===== src/sv/fesb_pkg.sv =====
// Shared types and constants for the empty-frame screen blanker.
package fesb_pkg;

    localparam int unsigned LIT_W  = 22;
    localparam int unsigned CNT_W  = 16;
    localparam int unsigned CFG_W  = 22;
    localparam int unsigned IDX_W  = 3;
    localparam int unsigned SUM_W  = 22;

    // Gray weights, Q14, plus rounding half
    localparam logic [SUM_W-1:0] GRAY_R_WEIGHT = 22'd4899;
    localparam logic [SUM_W-1:0] GRAY_G_WEIGHT = 22'd9617;
    localparam logic [SUM_W-1:0] GRAY_B_WEIGHT = 22'd1868;
    localparam logic [SUM_W-1:0] GRAY_ROUND    = 22'd8192;

    localparam logic [CNT_W-1:0] CNT_MAX = '1;
    localparam logic [LIT_W-1:0] LIT_MAX = '1;

    // Register indexes
    localparam logic [IDX_W-1:0] REG_PIXEL_LEVEL       = 3'd0;
    localparam logic [IDX_W-1:0] REG_PIXEL_COUNT_LIMIT = 3'd1;
    localparam logic [IDX_W-1:0] REG_COARSE_RUN_EVERY  = 3'd2;
    localparam logic [IDX_W-1:0] REG_COARSE_THRESHOLD  = 3'd3;
    localparam logic [IDX_W-1:0] REG_FINE_RUN_EVERY    = 3'd4;
    localparam logic [IDX_W-1:0] REG_FINE_THRESHOLD    = 3'd5;

    typedef enum logic [1:0] {
        MODE_NORMAL = 2'd0,
        MODE_COARSE = 2'd1,
        MODE_FINE   = 2'd2
    } mode_t;

    typedef struct packed {
        mode_t            mode;
        logic [CNT_W-1:0] sample_cnt;
        logic [CNT_W-1:0] empty_run;
    } seq_state_t;

    typedef struct packed {
        logic [CNT_W-1:0] coarse_run_every;
        logic [CNT_W-1:0] coarse_threshold;
        logic [CNT_W-1:0] fine_run_every;
        logic [CNT_W-1:0] fine_threshold;
    } seq_cfg_t;

    typedef struct packed {
        logic screen_blanked;
        logic turn_off;
        logic turn_on;
    } seq_flags_t;

endpackage


===== src/sv/fesb_seq.sv =====
// Frame sequencer: next mode, sample counter and empty run for one frame end.
module fesb_seq
    import fesb_pkg::*;
(
    input  seq_state_t state_cur,
    input  seq_cfg_t   cfg,
    input  logic       frame_empty,
    output seq_state_t state_nxt,
    output seq_flags_t flags
);

    typedef enum logic [1:0] {
        OUT_COUNTING,
        OUT_NOT_EMPTY,
        OUT_EMPTY
    } outcome_t;

    logic [CNT_W-1:0] period;
    logic [CNT_W-1:0] thresh;
    logic [CNT_W-1:0] sc_inc;
    logic [CNT_W-1:0] er_inc;
    logic [CNT_W-1:0] samp_sc;
    logic [CNT_W-1:0] samp_er;
    logic             hit;
    outcome_t         outcome;

    always_comb begin
        // coarse mode runs on the fine period and threshold
        period = (state_cur.mode == MODE_COARSE) ? cfg.fine_run_every : cfg.coarse_run_every;
        thresh = (state_cur.mode == MODE_COARSE) ? cfg.fine_threshold : cfg.coarse_threshold;
        sc_inc = (state_cur.sample_cnt == CNT_MAX) ? state_cur.sample_cnt
                                                   : state_cur.sample_cnt + 1'b1;
        er_inc = (state_cur.empty_run == CNT_MAX) ? state_cur.empty_run
                                                  : state_cur.empty_run + 1'b1;
        hit     = (sc_inc >= period);
        samp_sc = hit ? '0 : sc_inc;
        if (!hit) begin
            samp_er = state_cur.empty_run;
            outcome = OUT_COUNTING;
        end else if (!frame_empty) begin
            samp_er = '0;
            outcome = OUT_NOT_EMPTY;
        end else begin
            samp_er = er_inc;
            outcome = (er_inc >= thresh) ? OUT_EMPTY : OUT_COUNTING;
        end
    end

    always_comb begin
        state_nxt = state_cur;
        flags     = '0;
        unique case (state_cur.mode)
            MODE_NORMAL: begin
                state_nxt.sample_cnt = samp_sc;
                state_nxt.empty_run  = samp_er;
                if (outcome == OUT_EMPTY) begin
                    state_nxt.mode      = MODE_COARSE;
                    state_nxt.empty_run = '0;
                end
            end
            MODE_COARSE: begin
                state_nxt.sample_cnt = samp_sc;
                state_nxt.empty_run  = samp_er;
                if (outcome == OUT_EMPTY) begin
                    state_nxt.mode       = MODE_FINE;
                    flags.turn_off       = 1'b1;
                    flags.screen_blanked = 1'b1;
                end else if (outcome == OUT_NOT_EMPTY) begin
                    state_nxt.mode      = MODE_NORMAL;
                    state_nxt.empty_run = '0;
                end
            end
            MODE_FINE: begin
                if (frame_empty) begin
                    flags.screen_blanked = 1'b1;
                end else begin
                    state_nxt.mode      = MODE_NORMAL;
                    state_nxt.empty_run = '0;
                    flags.turn_on       = 1'b1;
                end
            end
            default: begin
                // unreachable code: hold everything
            end
        endcase
    end

endmodule


===== src/sv/frame_empty_screen_blanker.sv =====
// Top level of the empty-frame screen blanker: pixel pipeline, lit counter, result skid.
// Result path: last-pixel beat -> input reg -> gray/compare reg -> output reg -> m_.
// Throughput: one pixel beat per cycle; the three-stage pipe (input reg, gray/compare
//   reg, count/sequencer into the output reg) freezes only while the skid entry is full.
// Reset: synchronous active-low aresetn empties the pipe and skid, clears lit count,
//   sample counter, empty run and mode (normal), and loads register defaults.
module frame_empty_screen_blanker
    import fesb_pkg::*;
#(
    parameter int unsigned MAX_FRAME_PIXELS = 2097152
) (
    input  logic             aclk,
    input  logic             aresetn,
    // pixel stream
    input  logic             s_tvalid,
    output logic             s_tready,
    input  logic [23:0]      s_tdata,   // [7:0] red, [15:8] green, [23:16] blue
    input  logic             s_tlast,   // last_pixel
    // per-frame results
    output logic             m_tvalid,
    input  logic             m_tready,
    output logic [7:0]       m_tdata,   // [0] screen_blanked, [1] turn_off, [2] turn_on,
                                        // [3] frame_empty, [5:4] mode, [7:6] zero
    // register writes
    input  logic             cfg_wr_en,
    input  logic [IDX_W-1:0] cfg_index,
    input  logic [CFG_W-1:0] cfg_wdata
);

    // Lit counter saturates at the smaller of the frame size and the counter range
    localparam logic [LIT_W-1:0] LIT_CAP =
        (MAX_FRAME_PIXELS < 4194303) ? LIT_W'(MAX_FRAME_PIXELS) : LIT_MAX;

    // ---------------- configuration registers ----------------
    logic [7:0]       pixel_level_reg;
    logic [LIT_W-1:0] pixel_count_limit_reg;
    seq_cfg_t         seq_cfg_reg;

    always_ff @(posedge aclk) begin
        if (!aresetn) begin
            pixel_level_reg                   <= 8'd128;
            pixel_count_limit_reg             <= 22'd1000;
            seq_cfg_reg.coarse_run_every      <= 16'd30;
            seq_cfg_reg.coarse_threshold      <= 16'd10;
            seq_cfg_reg.fine_run_every        <= 16'd1;
            seq_cfg_reg.fine_threshold        <= 16'd30;
        end else if (cfg_wr_en) begin
            // upper bits beyond each register width are dropped; unknown index ignored
            unique case (cfg_index)
                REG_PIXEL_LEVEL:       pixel_level_reg <= cfg_wdata[7:0];
                REG_PIXEL_COUNT_LIMIT: pixel_count_limit_reg <= cfg_wdata[LIT_W-1:0];
                REG_COARSE_RUN_EVERY:  seq_cfg_reg.coarse_run_every <= cfg_wdata[CNT_W-1:0];
                REG_COARSE_THRESHOLD:  seq_cfg_reg.coarse_threshold <= cfg_wdata[CNT_W-1:0];
                REG_FINE_RUN_EVERY:    seq_cfg_reg.fine_run_every <= cfg_wdata[CNT_W-1:0];
                REG_FINE_THRESHOLD:    seq_cfg_reg.fine_threshold <= cfg_wdata[CNT_W-1:0];
                default: ;
            endcase
        end
    end

    // ---------------- pipeline control ----------------
    // Whole pipe moves unless the skid entry holds a result. Since ready only
    // depends on a register, nothing combinational runs from m_tready to s_tready.
    logic advance;
    logic skid_valid_reg;

    assign advance  = !skid_valid_reg;
    assign s_tready = advance;

    // ---------------- stage 1: input register ----------------
    logic       p1_valid_reg;
    logic [7:0] p1_red_reg, p1_green_reg, p1_blue_reg;
    logic       p1_last_reg;

    always_ff @(posedge aclk) begin
        if (!aresetn) begin
            p1_valid_reg <= 1'b0;
        end else if (advance) begin
            p1_valid_reg <= s_tvalid;
        end
    end

    always_ff @(posedge aclk) begin
        if (advance) begin
            p1_red_reg   <= s_tdata[7:0];
            p1_green_reg <= s_tdata[15:8];
            p1_blue_reg  <= s_tdata[23:16];
            p1_last_reg  <= s_tlast;
        end
    end

    // ---------------- stage 2: gray and lit compare ----------------
    logic [SUM_W-1:0] gray_sum;
    logic [7:0]       gray;
    logic             p2_valid_reg;
    logic             p2_lit_reg;
    logic             p2_last_reg;

    // constant-weight products; the rounded sum stays below 2^22
    assign gray_sum = {14'd0, p1_red_reg}   * GRAY_R_WEIGHT
                    + {14'd0, p1_green_reg} * GRAY_G_WEIGHT
                    + {14'd0, p1_blue_reg}  * GRAY_B_WEIGHT
                    + GRAY_ROUND;
    assign gray = gray_sum[SUM_W-1:14];

    always_ff @(posedge aclk) begin
        if (!aresetn) begin
            p2_valid_reg <= 1'b0;
        end else if (advance) begin
            p2_valid_reg <= p1_valid_reg;
        end
    end

    always_ff @(posedge aclk) begin
        if (advance) begin
            p2_lit_reg  <= (gray > pixel_level_reg);
            p2_last_reg <= p1_last_reg;
        end
    end

    // ---------------- stage 3: lit count and sequencer ----------------
    logic [LIT_W-1:0] lit_cnt_reg;
    logic [LIT_W-1:0] lit_cnt_next;
    seq_state_t       seq_reg;
    seq_state_t       seq_next;
    seq_flags_t       flags;
    logic             frame_empty;
    logic             pix_go;
    logic             res_valid;
    logic [7:0]       res_data;

    assign pix_go       = advance && p2_valid_reg;
    assign res_valid    = pix_go && p2_last_reg;
    // last pixel is counted before the frame is judged
    assign lit_cnt_next = (p2_lit_reg && (lit_cnt_reg < LIT_CAP)) ? lit_cnt_reg + 1'b1
                                                                  : lit_cnt_reg;
    assign frame_empty  = (lit_cnt_next < pixel_count_limit_reg);

    fesb_seq u_seq (
        .state_cur   (seq_reg),
        .cfg         (seq_cfg_reg),
        .frame_empty (frame_empty),
        .state_nxt   (seq_next),
        .flags       (flags)
    );

    assign res_data = {2'b00, seq_next.mode, frame_empty,
                       flags.turn_on, flags.turn_off, flags.screen_blanked};

    always_ff @(posedge aclk) begin
        if (!aresetn) begin
            lit_cnt_reg <= '0;
            seq_reg     <= '{mode: MODE_NORMAL, sample_cnt: '0, empty_run: '0};
        end else if (pix_go) begin
            if (p2_last_reg) begin
                lit_cnt_reg <= '0;
                seq_reg     <= seq_next;
            end else begin
                lit_cnt_reg <= lit_cnt_next;
            end
        end
    end

    // ---------------- output register and skid entry ----------------
    logic       out_valid_reg;
    logic [7:0] out_data_reg;
    logic [7:0] skid_data_reg;

    always_ff @(posedge aclk) begin
        if (!aresetn) begin
            out_valid_reg  <= 1'b0;
            skid_valid_reg <= 1'b0;
        end else if (!out_valid_reg || m_tready) begin
            // output slot frees up: drain skid first (pipe is frozen while it is full)
            if (skid_valid_reg) begin
                out_valid_reg  <= 1'b1;
                skid_valid_reg <= 1'b0;
            end else begin
                out_valid_reg  <= res_valid;
            end
        end else if (res_valid) begin
            skid_valid_reg <= 1'b1;
        end
    end

    always_ff @(posedge aclk) begin
        if (!out_valid_reg || m_tready) begin
            out_data_reg <= skid_valid_reg ? skid_data_reg : res_data;
        end
        if (out_valid_reg && !m_tready && res_valid) begin
            skid_data_reg <= res_data;
        end
    end

    assign m_tvalid = out_valid_reg;
    assign m_tdata  = out_data_reg;

endmodule


===== config.mk =====
export PLATFORM = sky130hd
export DESIGN_NAME = frame_empty_screen_blanker
export DESIGN_NICKNAME = d
export VERILOG_FILES = /design/src/sv/fesb_pkg.sv /design/src/sv/fesb_seq.sv /design/src/sv/frame_empty_screen_blanker.sv
export SDC_FILE = /design/constraint.sdc
export NUM_CORES = 1
export LEC_CHECK = 0
export ABC_AREA = 0
export BUFFER_PORTS_ARGS = -buffer_cell sky130_fd_sc_hd__buf_2
export CORE_MARGIN = 8
export CORE_UTILIZATION = 64
export CTS_CLUSTER_SIZE = 40
export DETAILED_ROUTE_END_ITERATION = 16
export PLACE_DENSITY = 0.81
export REMOVE_ABC_BUFFERS = 1
export SLEW_MARGIN = 5
export SYNTH_ARGS = -nofsm -noshare
export SYNTH_HDL_FRONTEND = slang
export SYNTH_HIERARCHICAL = 1
export SYNTH_SLANG_ARGS = --single-unit

===== constraint.sdc =====
create_clock -name aclk -period 11.2 [get_ports aclk]
set_clock_uncertainty 0.1 [all_clocks]
set_input_delay 0.56 -clock aclk [delete_from_list [all_inputs] [get_ports aclk]]
set_output_delay 0.56 -clock aclk [all_outputs]
set_load 0.02 [all_outputs]

==> out/summary.txt <==
Synth Flop Type: dfxtp_1
Period Utilization, post-route: 76.3%
Core Region: 24200 um2
Netlist cell types: 76
Worst setup SP type: flop
CP max FO: 6
DRC Markers: 0
Hold Fails Final Rpt: 0
Longest individual stage delay on the worst path: 0.54 ns
GRT overflow: 0
Cells after Synth: 1790
Max transition margin: 25.1%
Post-CTS sizing: 0
Fin util: 69.3%
Clock sink count: 193
M3 GR Usage: 4.31%
Initial Utilization: 64.9%
Clock transition at path regs: 0.09 ns
Clk buf depth: 2
Critical path class: flop to flop
Synth warn: 6
Mapped Avg Cell Area: 8.79 um2
Ratio of cells with drive above 1 in the final layout: 7.99%
Hold Crit Class: primary input to flop
Min Tclk post-route: 8.54 ns
Most used routing layer: met2
Dpl hpwl: 26900 um
Io pins: 65
Post-CTS Repair Setup Buffers: 0
Routed WL per cell: 16.6 um
Worst slew pin tran: 1.12 ns
H-Tree Level Count: 4
Slowest stage cell, crit path: fa_1
Port bufs: 62
Final cell count without fillers: 2152
Final net count: 2168
Met2 GRT Util: 40.6%
Chip width: 173 um
VDD IR max: 0.425 mV
Final Hold Slack: 0.179 ns
First-pass GRT wire length: 60200 um
Die H: 173 um
Gr usage total: 24.0%
Worst-Skew Late Latency: 0.45 ns
EDFF count, synth: 39
Status: completed
Fmax: 117 MHz
Max reg flops: 64
Largest net degree at the start of global routing: 118
Vias in the first global route: 12573
FFs w/ async S/R, synth: 0%
MaxCap Viol Count: 0
Row count: 57
CTS Buf Count: 17
CTS tree: done
Antenna cells: 0
Inst Count DP: 2120
Commonest non-fill, non-tap cell in the layout: nand2_1
Reg area: 4250 um2
Seq/Total Area, Yosys: 27.0%
Die area: 29800 um2
Syn Std Cell Area: 15700 um2
Root Buffer: clkbuf_16
Area of the multi-input gates: 10200 um2
WL final: 35800 um
Setup violators final: 0
Detailed Routing Iterations Pass 1: 5
RSZ-0062 raised after global routing: no
Area grow syn2layout: 6.81%
Hold buffer count at CTS: 0
Sum Neg Setup Slack: 0 ns
DR iter-0 viols: 728
Via count: 12298
Type of destination of the critical path: flop
Vias per cell: 5.71
Grt met1 use: 31.1%
Synth Register Bits: 193
Leak pwr: 7.55 nW
PD cells: 266 nW/um2
Antenna-violating nets left: 0
Signal arrival time at the worst endpoint: 8.65 ns
Most frequent cells in the layout: nand2_1, inv_1, ha_1
Required time of the critical path: 11.30 ns
Antenna violations before repair: 2
Slew Viols, Final: 0
GP Congestion: 0.914
Number of fill cells: 1888
logic make-up (layout without fill, tap and decap cells):
family	count (synthesis)	after routing	share of synthesized area [%]
AO/OA/AOI/OAI	329	329	14.6
XOR/XNOR	62	62	3.45
adder cells (fa/ha/maj)	298	298	27.9
buffers and inverters	316	353	8.03
flip-flops	193	193	27.0
multiplexers	44	44	2.88
other	1	2	0.0238
AND/OR/NAND/NOR	547	547	16.1
Yosys cell counts (all sizes together), types with 14 or more instances:
library cell / n / area, um2
nand4: 15 / 109
and3: 17 / 120
inv: 251 / 942
a22oi: 14 / 105
nor2b: 30 / 195
nand2: 314 / 1180
xnor2: 39 / 342
edfxtp: 39 / 1170
nand3: 43 / 230
nor3: 21 / 126
mux2i: 34 / 340
fa: 87 / 1740
a21oi: 44 / 224
ha: 211 / 2640
dfxtp: 154 / 3080
o21ai: 52 / 260
buf: 21 / 151
xor2: 23 / 201
o21a: 16 / 120
a22o: 15 / 131
a21boi: 118 / 886
clkbuf: 44 / 170
nor2: 62 / 248
routing by layer:
metal	part of all wire, %	up-vias	routed length [um]
li1	-	6017	-
met1	45	5875	15900
met2	48	329	17100
met3	5.3	73	1890
met4	2.2	4	791
met5	0.073	-	26
worst max-delay path: cells and delay by family, from the launching register on:
family | cells | cell delay, ns
buf+inv | 4 | 0.22
fa+ha+maj | 12 | 4.73
simple gates | 3 | 0.33
xor+xnor | 1 | 0.14
flops | 1 | 0.52
compound gates | 12 | 2.26
cell type report:
cell class	instances	share of cell area, %
multi-input cells	1282	60.8
repair buffers	70	2.22
clock buffers	17	2.53
flip-flops and latches	193	25.3
well taps	324	2.41
inverters	251	5.61
clock inverters	15	1.07
through the flow:
step | cell area, um2 | power [mW] | worst slack (ns)
2_1_floorplan | 15400 | 3.16 | 3.47
3_3_place_gp | 16200 | 3.64 | 3.05
3_5_place_dp | 16200 | 3.82 | 2.68
4_1_cts | 16800 | 4.50 | 2.66
5_1_grt | 16800 | 4.99 | 2.16
6_report | 16800 | 4.47 | 2.66
where the power goes:
| group | internal, mW | leakage, nW | switching, mW | total [mW] |
|---|---|---|---|---|
| Clock | 0.305 | 0.284 | 0.326 | 0.631 |
| Sequential | 0.728 | 1.66 | 0.0192 | 0.747 |
| Combinational | 1.40 | 5.61 | 1.69 | 3.09 |
| Total | 2.43 | 7.55 | 2.04 | 4.47 |
final timing paths:
check | depth (start not counted) | slack (ns) | start | end
setup reg to reg | 32 | 2.66 | p1_blue_reg[6] | p2_lit_reg
hold reg to reg | 0 | 0.35 | p1_last_reg | p2_last_reg
setup / recovery | 32 | 2.66 | p1_blue_reg[6] | p2_lit_reg
hold / removal | 1 | 0.18 | s_tdata[17] | p1_blue_reg[1]
Note: power is estimated with default switching activity, not from simulation.
